$ cat src/rtl/ils_pkg.sv
// Shared types and constants for the indexed list store.
// Holds the opcode and status codes and the controller/datapath signal groups.
// No dependencies.
package ils_pkg;

    typedef logic signed [31:0] t_word;

    localparam logic [2:0] OP_GET  = 3'd0;
    localparam logic [2:0] OP_HEAD = 3'd1;
    localparam logic [2:0] OP_TAIL = 3'd2;
    localparam logic [2:0] OP_AT   = 3'd3;
    localparam logic [2:0] OP_DEL  = 3'd4;

    localparam logic [1:0] ST_DONE   = 2'd0;
    localparam logic [1:0] ST_BADIDX = 2'd1;
    localparam logic [1:0] ST_FULL   = 2'd2;

    // Commands from the controller to the datapath.
    typedef struct packed {
        logic in_ready;
        logic setup;
        logic rd;
        logic wr;
        logic fin;
        logic out_load;
    } t_cmd;

    // Status from the datapath to the controller.
    typedef struct packed {
        logic in_valid;
        logic work_ok;
        logic more;
        logic out_free;
    } t_stat;

endpackage

$ cat src/rtl/ils_req_if.sv
// Request channel of the indexed list store: valid/ready plus the operation.
// Uses the word type from ils_pkg.
interface ils_req_if;
    logic          valid;
    logic          ready;
    logic [2:0]    opcode;
    logic [6:0]    position;
    ils_pkg::t_word value;

    modport source (output valid, opcode, position, value, input ready);
    modport sink   (input valid, opcode, position, value, output ready);
endinterface

$ cat src/rtl/ils_rsp_if.sv
// Response channel of the indexed list store: valid/ready plus the result.
// Uses the word type from ils_pkg.
interface ils_rsp_if;
    logic          valid;
    logic          ready;
    ils_pkg::t_word read_value;
    logic [1:0]    status;
    logic [6:0]    count;

    modport source (output valid, read_value, status, count, input ready);
    modport sink   (input valid, read_value, status, count, output ready);
endinterface

$ cat src/rtl/ils_ctrl.sv
// Controller state machine of the indexed list store.
// Depends on ils_pkg for the command and status groups.
module ils_ctrl (
    input  logic           i_clk,
    input  logic           i_rst_n,
    input  ils_pkg::t_stat i_stat,
    output ils_pkg::t_cmd  o_cmd
);

    typedef enum logic [4:0] {
        S_IDLE   = 5'b00001,
        S_DECODE = 5'b00010,
        S_STEP   = 5'b00100,
        S_WR     = 5'b01000,
        S_FIN    = 5'b10000
    } t_state;

    t_state r_state;
    t_state n_state;

    always_ff @(posedge i_clk) begin
        if (!i_rst_n) begin
            r_state <= S_IDLE;
        end else begin
            r_state <= n_state;
        end
    end

    always_comb begin
        n_state = r_state;
        o_cmd   = '0;
        case (r_state)
            S_IDLE: begin
                o_cmd.in_ready = 1'b1;
                if (i_stat.in_valid) begin
                    n_state = S_DECODE;
                end
            end
            S_DECODE: begin
                o_cmd.setup = 1'b1;
                n_state = i_stat.work_ok ? S_STEP : S_FIN;
            end
            S_STEP: begin
                // Move one element per S_STEP/S_WR pass until no element is left to move.
                if (i_stat.more) begin
                    o_cmd.rd = 1'b1;
                    n_state  = S_WR;
                end else begin
                    o_cmd.fin = 1'b1;
                    n_state   = S_FIN;
                end
            end
            S_WR: begin
                o_cmd.wr = 1'b1;
                n_state  = S_STEP;
            end
            S_FIN: begin
                if (i_stat.out_free) begin
                    o_cmd.out_load = 1'b1;
                    n_state        = S_IDLE;
                end
            end
            default: begin
                n_state = S_IDLE;
            end
        endcase
    end

endmodule

$ cat src/rtl/ils_dpath.sv
// Datapath of the indexed list store: element memory, count, shift pointer
// and the result register. Depends on ils_pkg and the two channel interfaces.
module ils_dpath #(
    parameter int CAPACITY = 64
) (
    input  logic           i_clk,
    input  logic           i_rst_n,
    input  ils_pkg::t_cmd  i_cmd,
    output ils_pkg::t_stat o_stat,
    ils_req_if.sink        i_req,
    ils_rsp_if.source      o_rsp
);

    localparam int AW = (CAPACITY > 1) ? $clog2(CAPACITY) : 1;
    localparam int CW = $clog2(CAPACITY + 1);
    localparam int W  = (CW > 7) ? CW : 7;

    logic [2:0]     r_op;
    logic [6:0]     r_pos;
    ils_pkg::t_word r_val;
    logic [CW-1:0]  r_occ;
    logic [CW-1:0]  r_ptr;
    logic [CW-1:0]  r_tgt;
    logic           r_is_ins;
    logic [1:0]     r_status;
    ils_pkg::t_word r_rdata;
    ils_pkg::t_word mem [CAPACITY];

    logic           r_rsp_valid;
    ils_pkg::t_word r_rsp_value;
    logic [1:0]     r_rsp_status;
    logic [6:0]     r_rsp_count;

    logic [W-1:0]   pos_w;
    logic [W-1:0]   occ_w;
    logic           pos_lt;
    logic           pos_gt;
    logic           full;
    logic           is_ins_op;
    logic           del_ok;
    logic [1:0]     status;
    logic [CW-1:0]  tgt;
    logic [CW-1:0]  ptr_dn;
    logic [CW-1:0]  ptr_up;
    logic           rd_en;
    logic [AW-1:0]  rd_addr;
    logic           capture;

    assign capture     = i_cmd.in_ready && i_req.valid;
    assign i_req.ready = i_cmd.in_ready;

    assign pos_w  = W'(r_pos);
    assign occ_w  = W'(r_occ);
    assign pos_lt = pos_w < occ_w;
    assign pos_gt = pos_w > occ_w;
    assign full   = occ_w == W'(CAPACITY);
    assign ptr_dn = r_ptr - CW'(1);
    assign ptr_up = r_ptr + CW'(1);

    always_comb begin
        is_ins_op = 1'b0;
        del_ok    = 1'b0;
        status    = ils_pkg::ST_DONE;
        tgt       = '0;
        case (r_op)
            ils_pkg::OP_GET: begin
                status = pos_lt ? ils_pkg::ST_DONE : ils_pkg::ST_BADIDX;
            end
            ils_pkg::OP_HEAD: begin
                is_ins_op = 1'b1;
                status    = full ? ils_pkg::ST_FULL : ils_pkg::ST_DONE;
            end
            ils_pkg::OP_TAIL: begin
                is_ins_op = 1'b1;
                tgt       = r_occ;
                status    = full ? ils_pkg::ST_FULL : ils_pkg::ST_DONE;
            end
            ils_pkg::OP_AT: begin
                // The index check comes before the full check.
                is_ins_op = 1'b1;
                tgt       = pos_w[CW-1:0];
                if (pos_gt) begin
                    status = ils_pkg::ST_BADIDX;
                end else begin
                    status = full ? ils_pkg::ST_FULL : ils_pkg::ST_DONE;
                end
            end
            ils_pkg::OP_DEL: begin
                del_ok = pos_lt;
                status = pos_lt ? ils_pkg::ST_DONE : ils_pkg::ST_BADIDX;
            end
            default: begin
                status = ils_pkg::ST_DONE;
            end
        endcase
    end

    always_comb begin
        o_stat.in_valid = i_req.valid;
        o_stat.work_ok  = (is_ins_op && (status == ils_pkg::ST_DONE)) || del_ok;
        if (r_is_ins) begin
            o_stat.more = r_ptr > r_tgt;
        end else begin
            o_stat.more = ({1'b0, r_ptr} + (CW+1)'(1)) < {1'b0, r_occ};
        end
        o_stat.out_free = !r_rsp_valid || o_rsp.ready;
    end

    // Inserts pull each element up from the slot below; deletes pull it down from above.
    always_comb begin
        rd_en = i_cmd.setup || i_cmd.rd;
        if (i_cmd.setup) begin
            rd_addr = pos_w[AW-1:0];
        end else if (r_is_ins) begin
            rd_addr = ptr_dn[AW-1:0];
        end else begin
            rd_addr = ptr_up[AW-1:0];
        end
    end

    always_ff @(posedge i_clk) begin
        if (rd_en) begin
            r_rdata <= mem[rd_addr];
        end
    end

    always_ff @(posedge i_clk) begin
        if (i_cmd.wr) begin
            mem[r_ptr[AW-1:0]] <= r_rdata;
        end else if (i_cmd.fin && r_is_ins) begin
            mem[r_ptr[AW-1:0]] <= r_val;
        end
    end

    always_ff @(posedge i_clk) begin
        if (capture) begin
            r_op  <= i_req.opcode;
            r_pos <= i_req.position;
            r_val <= i_req.value;
        end
        if (i_cmd.setup) begin
            r_is_ins <= is_ins_op;
            r_status <= status;
            r_tgt    <= tgt;
            r_ptr    <= is_ins_op ? r_occ : pos_w[CW-1:0];
        end else if (i_cmd.wr) begin
            r_ptr <= r_is_ins ? ptr_dn : ptr_up;
        end
        if (i_cmd.out_load) begin
            if (r_op == ils_pkg::OP_GET) begin
                r_rsp_value <= (r_status == ils_pkg::ST_DONE) ? r_rdata : '1;
            end else begin
                r_rsp_value <= '0;
            end
            r_rsp_status <= r_status;
            r_rsp_count  <= occ_w[6:0];
        end
    end

    always_ff @(posedge i_clk) begin
        if (!i_rst_n) begin
            r_occ       <= '0;
            r_rsp_valid <= 1'b0;
        end else begin
            if (i_cmd.fin) begin
                r_occ <= r_is_ins ? (r_occ + CW'(1)) : (r_occ - CW'(1));
            end
            if (i_cmd.out_load) begin
                r_rsp_valid <= 1'b1;
            end else if (o_rsp.ready) begin
                r_rsp_valid <= 1'b0;
            end
        end
    end

    assign o_rsp.valid      = r_rsp_valid;
    assign o_rsp.read_value = r_rsp_value;
    assign o_rsp.status     = r_rsp_status;
    assign o_rsp.count      = r_rsp_count;

endmodule

$ cat src/rtl/indexed_list_store.sv
// Top level of the indexed list store: controller, datapath and checks.
// Depends on ils_pkg, ils_req_if, ils_rsp_if, ils_ctrl and ils_dpath.
//
// Ordered list of up to CAPACITY signed 32-bit values in a single-port
// memory, with get, insert at head, insert at tail, insert before an index
// and delete at an index. One request is worked at a time. An insert or
// delete moves each element across the memory through one read and one
// write, and a rejected request moves none. A new request is taken while
// the previous result still waits in the output register. The count field
// carries the low 7 bits of the element count.
module indexed_list_store #(
    parameter int CAPACITY = 64
) (
    input  logic      i_clk,
    input  logic      i_rst_n,
    ils_req_if.sink   i_req,
    ils_rsp_if.source o_rsp
);

    localparam logic [6:0] CapLow = 7'(CAPACITY);

    ils_pkg::t_cmd  cmd;
    ils_pkg::t_stat stat;

    ils_ctrl u_ctrl (
        .i_clk   (i_clk),
        .i_rst_n (i_rst_n),
        .i_stat  (stat),
        .o_cmd   (cmd)
    );

    ils_dpath #(
        .CAPACITY (CAPACITY)
    ) u_dpath (
        .i_clk   (i_clk),
        .i_rst_n (i_rst_n),
        .i_cmd   (cmd),
        .o_stat  (stat),
        .i_req   (i_req),
        .o_rsp   (o_rsp)
    );

    // A full response can only come from a list that holds CAPACITY elements.
    a_full_count: assert property (@(posedge i_clk) disable iff (!i_rst_n)
        o_rsp.valid && (o_rsp.status == ils_pkg::ST_FULL) |-> o_rsp.count == CapLow)
        else $error("full status with count below capacity");

    a_full_no_value: assert property (@(posedge i_clk) disable iff (!i_rst_n)
        o_rsp.valid && (o_rsp.status == ils_pkg::ST_FULL) |-> o_rsp.read_value == '0)
        else $error("dropped insert returned a nonzero value");

    // Requests are worked one at a time.
    a_one_at_a_time: assert property (@(posedge i_clk) disable iff (!i_rst_n)
        i_req.valid && i_req.ready |=> !i_req.ready)
        else $error("request accepted while another is in progress");

    a_shift_cmds: assert property (@(posedge i_clk) disable iff (!i_rst_n)
        cmd.rd |=> cmd.wr)
        else $error("shift read not followed by its write");

endmodule
$ cat src/flat_wrapper.sv
// flat-port wrapper written by rule: the top's interface ports become plain ports
module indexed_list_store_flat 
#(
    parameter int CAPACITY = 64
)
  (i_clk, i_rst_n, i_req_valid, i_req_opcode, i_req_position, i_req_value, i_req_ready, o_rsp_valid, o_rsp_read_value, o_rsp_status, o_rsp_count, o_rsp_ready);
  ils_req_if i_req_i ();
  ils_rsp_if o_rsp_i ();
  input  logic i_clk;
  input  logic i_rst_n;
  input wire logic [$bits(i_req_i.valid)-1:0] i_req_valid;
  input wire logic [$bits(i_req_i.opcode)-1:0] i_req_opcode;
  input wire logic [$bits(i_req_i.position)-1:0] i_req_position;
  input wire logic [$bits(i_req_i.value)-1:0] i_req_value;
  output wire logic [$bits(i_req_i.ready)-1:0] i_req_ready;
  output wire logic [$bits(o_rsp_i.valid)-1:0] o_rsp_valid;
  output wire logic [$bits(o_rsp_i.read_value)-1:0] o_rsp_read_value;
  output wire logic [$bits(o_rsp_i.status)-1:0] o_rsp_status;
  output wire logic [$bits(o_rsp_i.count)-1:0] o_rsp_count;
  input wire logic [$bits(o_rsp_i.ready)-1:0] o_rsp_ready;
  assign i_req_i.valid = i_req_valid;
  assign i_req_i.opcode = i_req_opcode;
  assign i_req_i.position = i_req_position;
  assign i_req_i.value = i_req_value;
  assign i_req_ready = i_req_i.ready;
  assign o_rsp_valid = o_rsp_i.valid;
  assign o_rsp_read_value = o_rsp_i.read_value;
  assign o_rsp_status = o_rsp_i.status;
  assign o_rsp_count = o_rsp_i.count;
  assign o_rsp_i.ready = o_rsp_ready;
  indexed_list_store #(.CAPACITY(CAPACITY)) u_core (.i_clk(i_clk), .i_rst_n(i_rst_n), .i_req(i_req_i), .o_rsp(o_rsp_i));
endmodule
$ cat config.mk
export PLATFORM = sky130hd
export DESIGN_NAME = indexed_list_store_flat
export DESIGN_NICKNAME = d
export VERILOG_FILES = /design/src/rtl/ils_pkg.sv /design/src/rtl/ils_req_if.sv /design/src/rtl/ils_rsp_if.sv /design/src/rtl/ils_ctrl.sv /design/src/rtl/ils_dpath.sv /design/src/rtl/indexed_list_store.sv /design/src/flat_wrapper.sv
export SDC_FILE = /design/constraint.sdc
export NUM_CORES = 2
export LEC_CHECK = 0
export BUFFER_PORTS_ARGS = -buffer_cell sky130_fd_sc_hd__buf_2
export CAP_MARGIN = 20
export CORE_AREA = 2 2 409 451
export CTS_BUF_LIST = sky130_fd_sc_hd__clkbuf_16
export CTS_CLUSTER_SIZE = 14
export DETAILED_ROUTE_END_ITERATION = 16
export DIE_AREA = 0 0 411 453
export SLEW_MARGIN = 5
export SYNTH_ARGS = -nofsm -noshare
export SYNTH_HDL_FRONTEND = slang
export SYNTH_HIERARCHICAL = 1
export SYNTH_SLANG_ARGS = --single-unit
$ cat constraint.sdc
create_clock -name i_clk -period 6.2 [get_ports i_clk]
set_input_delay 0.62 -clock i_clk [delete_from_list [all_inputs] [get_ports i_clk]]
set_output_delay 0.62 -clock i_clk [all_outputs]
set_load 0.01 [all_outputs]
Word level (Yosys, flattened, before mapping)
Memory sizes are Yosys's and may differ from the RTL's. A register that Yosys moved wholly into a read port is not among the register bits.
Index checks and enable logic that the tools add are counted.
- flip-flop bits (word level): 113
- RAM bits: 2048
- input port bits: 46
- output and inout port bits: 43
- logic and storage cells: 90
- memories kept: 1
- memory list (memory ; words ; bits a word ; read ports ; clocked after memory_dff ; write ports ; line ; source):
    u_core.u_dpath.mem ; 64 ; 32 ; 1 ; 1 ; 1 ; ils_dpath.sv:27 ; ils_pkg::t_word mem [CAPACITY];
- add/sub/neg operators: 5
- $lt $le $gt $ge: 4
- eq/ne operators: 12
- multiplexer cells: 38
- bitwise logic cells: 1
- reduce and logical (&&, ||, !) cells: 16
- operators with widths (cell ; count):
    32-bit two-way mux ; 2
    7-bit two-way mux ; 5
    5-bit one-hot mux with 5 select lines ; 1
    1-bit two-way mux ; 20
    5-bit two-way mux ; 4
    7-bit by 1-bit adder with 7-bit output (second input constant) ; 2
    7-bit greater-than comparator ; 2
    7-bit one-hot mux with 2 select lines ; 1
    7-bit by 1-bit subtractor with 7-bit output (second input constant) ; 2
    6-bit two-way mux ; 2
    7-bit by 1-bit adder with 8-bit output (second input constant) ; 1
    8-bit by 7-bit < comparator with 1-bit output ; 1
    7-bit equality test (second input constant) ; 1
    7-bit < comparator ; 1
    3-bit by 2-bit equality test with 1-bit output (second input constant) ; 2
    2-bit one-hot mux with 3 select lines ; 1
    5-bit by 1-bit equality test with 1-bit output (second input constant) ; 1
    5-bit by 2-bit equality test with 1-bit output (second input constant) ; 1
    5-bit by 3-bit equality test with 1-bit output (second input constant) ; 1
    5-bit by 4-bit equality test with 1-bit output (second input constant) ; 1
    5-bit equality test (second input constant) ; 1
    2-bit logical NOT ; 2
    2-bit two-way mux ; 2
    2-bit nonzero test ; 2
    12 further kinds ; 17

Depth between registers and ports, before layout
- word-level depth: 10
- gate-level depth with buffers: 16
- gate-level depth less buffers: 16

Cells and area by module
Netlist, hierarchy kept.
- modules (own cells, without submodules) (module ; times used ; cells an instance ; area each (um^2) ; seq. area each (um^2)):
    ils_dpath ; 1 ; 4879 ; 86437.9 ; 65622.9
    ils_ctrl ; 1 ; 33 ; 287.8 ; 100.1

Worst setup path after synthesis
Ideal clock, no wire load.
- kind: reg-to-reg
- from: reg u_core.u_dpath.r_ptr[1]
- to: mem u_core/u_dpath/mem[63][0] in the netlist's numbering, enable pin
- setup time: 461 ps
- data arrival time: 4440 ps
- data required time: 5739 ps
- slack: 1298 ps
- cell stages (with the launch flop): 15
- buffers on the path: 0
- clock period less this slack: 4902 ps
- cells stage by stage: edfxtp_1 > inv_1 > ha_1 > ha_1 > a21boi_0 > o21a_1 > o21ai_0 > nand2b_1 > a21oi_1 > o21ai_0 > o211ai_1 > nand4b_1 > inv_1 > a21oi_1 > nor3_1
- RTL lines (item ; line ; source):
    start, declared ; ils_dpath.sv:22 ; logic [CW-1:0] r_ptr;
    start signal, assigned ; ils_dpath.sv:145 ; r_ptr <= is_ins_op ? r_occ : pos_w[CW-1:0];
    start signal, assigned ; ils_dpath.sv:147 ; r_ptr <= r_is_ins ? ptr_dn : ptr_up;
    end, declared ; ils_dpath.sv:27 ;

==> summary.md <==
| Metric | Value |
|---|---|
| CTS tree | `built` |
| Hold Crit Class | `input pin to flop` |
| Crit-path max cell delay | `880 ps` |
| TritonRoute pass-1 iters | `6` |
| Async SR Flop Fraction | `0%` |
| GRT Total Usage | `between 20% and 30%` |
| Fmax achieved | `approximately 180 MHz` |
| Clock Skews | `44.0 ps` |
| CP endpoint kind | `flop` |
| Fin. Hold Viols | `0` |
| Met3 Wirelength | `16700 µm` |
| Via count | `46220` |
| Placer congestion estimate | `0.850` |
| Sequential fraction of the synthesis area | `75.8%` |
| Routed wire length | `228000 µm` |
| Period minus WS final | `between 5000 and 6000 ps` |
| #FFs+latches synth | `2193` |
| RSZ-0062 raised after global routing | `no` |
| Critical Path RT | `6710 ps` |
| Setup_tns | `0 ps` |
| Detailed placement HPWL | `around 130000 µm` |
| DRC Markers | `0` |
| Crit path max fanout | `20` |
| Core area | `0.181 mm²` |
| Min setup slack post-route | `583 ps` |
| Main synth FF type | `edfxtp_1` |
| Crit share post-route | `90.6%` |
| CP Class | `flop to flop` |
| Arr. time, crit path | `6130 ps` |
| Mapped Nets | `4986` |
| Site Rows | `roughly 160` |
| Die W | `411 µm` |
| Most common cell in the netlist | `edfxtp_1` |
| I/O Buffers | `88` |
| Initial antenna violation count | `16` |
| Critical-path top delay cell | `nor2_4` |
| Multi-input logic area | `0.0202 mm²` |
| Number of enable flip-flop cells after synthesis | `2180` |
| Post-route ant nets | `0` |
| Filler cells | `approximately 14000` |
| I/O pin cnt | `89` |
| Synth cell count leaders | `2180 x edfxtp_1, 630 x nand2_1, 498 x mux2i_1, 393 x nand3_1, 224 x mux4_2` |
| Nets@finish | `5247` |
| GRT overflow | `0` |
| Full die area | `between 0.15 and 0.2 mm²` |
| Number of CTS-inserted buffers | `212` |
| Die height | `453 µm` |
| Cell family with most CP delay | `simple AND/OR/NAND/NOR gates` |
| P_leak | `33.2 nW` |
| Largest net degree at the start of global routing | `roughly 160` |
| FF/Latch Area | `0.0657 mm²` |
| Max Slew Vio Count | `0` |
| First-pass GRT wire length | `about 330000 µm` |
| Top layer in use | `met5` |
| Mapped Cells | `4912` |
| Avg Inst Size Synth | `17.7 µm²` |
| Clock Pin Slew Worst Setup and Hold Paths | `around 60 ps` |
| Vias in the first global route | `44907` |
| Top cell type's share of synthesized area | `about three quarters` |
| Wire per inst | `29.4 µm` |
| Met2 routed wirelength | `109000 µm` |
| Clk Latency, worst-skew pair | `860 ps` |
| Area Overhead vs Synth | `13.5%` |
| Post-CTS Setup Bufs | `0` |
| Layout cells sized above 1 | `around a fifth` |
| Slew HR | `25.8%` |
| Synth top area cells | `edfxtp_1 75%, mux4_2 5.8%, mux2i_1 5.7%` |
| Clock sinks | `2193` |
| Ys Warns | `6` |
| Total power | `~30 mW` |
| Worst Setup Start Kind | `flop` |
| Iter 0 DRT Violations | `5232` |
| Initial Util | `roughly 48%` |
| Final setup fails | `0` |
| Pwr Density | `301 mW/mm²` |
| Clk buf depth | `3` |
| Dominant cell type by area after synthesis | `edfxtp_1` |
| Vias/cell | `5.96` |
| R2R Setup Slk | `580 ps` |
| DP Worst Slack | `roughly 700 ps` |
| Root Buffer | `clkbuf_16` |
| Crit-path cells | `inv_1 > ha_1 > ha_1 > a21boi_0 > o21a_1 > o21ai_0 > nand2b_1 > a21oi_1 > o21ai_0 > o211ai_1 > nand4b_1 > inv_1 > a21oi_1 > nor2_1 > nand2_1 > nor2_4 > buf_4` |
| Worst Path Buf+Inv | `3` |
| Worst Tran Pin Value | `1110 ps` |
| Library cells used by synthesis | `between 60 and 70` |
| Worst vdd ir | `roughly 0.00026 V` |
| Max Cap Viol | `0` |
| Synth Cell Area | `0.0867 mm²` |
| Outcome | `complete, no violations` |
| H-tree depth | `4` |
| M1 WL | `a little under 100000 µm` |
## metrics by stage
stage | instances | cell area (µm²) | utilization [%] | hold WS [ps]
global placement | 7318 | 91200 | 50.3 | 431
finish | 7758 | 98400 | 54.3 | 78.7
global route | 7755 | 98400 | 54.3 | 43.0
floorplan | 4912 | 86700 | - | 417
detailed placement | 7321 | 91300 | 50.3 | 441
CTS | 7747 | 98300 | 54.2 | 17.3
## final timing paths
| path | end | cells after the start | from |
|---|---|---|---|
| worst max-delay path | u_core/u_dpath/mem[17][17] | 17 | u_core/u_dpath/r_ptr[1] |
| worst min-delay path | u_core/u_ctrl/r_state[1] | 2 | i_req_valid |
| worst min register to register | u_core/u_dpath/o_rsp.status[0] | 0 | u_core/u_dpath/r_status[0] |
| worst max register to register | u_core/u_dpath/mem[17][17] | 17 | u_core/u_dpath/r_ptr[1] |
## where the power goes
| group | switching (mW) | leakage, nW | internal [mW] |
|---|---|---|---|
| combinational | 0.744 | 10.0 | 0.432 |
| sequential | 0.0304 | 19.7 | 16.2 |
| clock | 5.50 | 3.41 | 6.76 |
## placed cells by master (no fill, tap or decap), drive strengths merged, types with 27 or more instances in the layout
| master | n |
|---|---|
| edfxtp | 2180 |
| nand2 | 630 |
| mux2i | 498 |
| nand3 | 393 |
| buf | 303 |
| mux4 | 224 |
| clkbuf | 214 |
| nor2 | 101 |
| mux2 | 97 |
| clkinv | 96 |
| inv | 86 |
| dlygate4sd3 | 38 |
| o21a | 38 |
| o211ai | 35 |
| and3 | 34 |
| a211o | 33 |
| o22ai | 32 |
| a211oi | 32 |
| a311oi | 32 |
| a222oi | 32 |
| a41o | 32 |
| ha | 27 |
## cells by family (layout without fill, tap and decap cells)
group / count (synthesis) / after routing / share of synthesized area [%]
AOI/OAI and AO/OA: 316 / 316 / 2.90
xor gates and xnor gates: 16 / 16 / 0.162
adders and majority gates: 28 / 28 / 0.413
buffers and inverters: 319 / 754 / 1.65
DFF: 2193 / 2193 / 75.8
muxes: 819 / 819 / 12.9
other: 0 / 4 / 0
and+or+nand+nor: 1221 / 1221 / 6.18
## state kept, by name, indices dropped and copies added, names as in the netlist
| name | cells |
|---|---|
| u_core/u_dpath/mem | 2048 |
| u_core/u_dpath/o_rsp.read_value | 32 |
| u_core/u_dpath/r_rdata | 32 |
| u_core/u_dpath/r_val | 32 |
| u_core/u_dpath/o_rsp.count | 7 |
| u_core/u_dpath/occ_w | 7 |
| u_core/u_dpath/pos_w | 7 |
| u_core/u_dpath/r_ptr | 7 |
| u_core/u_dpath/r_tgt | 7 |
| u_core/u_ctrl/r_state | 5 |
| u_core/u_dpath/r_op | 3 |
| u_core/u_dpath/o_rsp.status | 2 |
| u_core/u_dpath/r_status | 2 |
| u_core/u_dpath/o_rsp.valid | 1 |
| u_core/u_dpath/r_is_ins | 1 |
## final cells by class
type	count	share of cell area [%]
inverters	25	0.0953
repair buffers	341	2.89
clock inverters	174	1.24
well taps	2407	3.06
flip-flops and latches	2193	66.8
diodes	4	0.0102
multi-input cells	2400	20.5
clock buffers	214	5.44
## repair_timing
action,CTS,global route
endpoints found under the hold margin,38,0
resized for setup,0,0
hold buffers,38,0
## layer usage
metal / track usage (%) / vias to the layer above
li1: - / 19928
met1: 35.1 / 24163
met2: 38.7 / 1836
met3: 3.78 / 289
met4: 7.38 / 4
met5: 0 / -
Note: power is estimated with default switching activity, not from simulation.
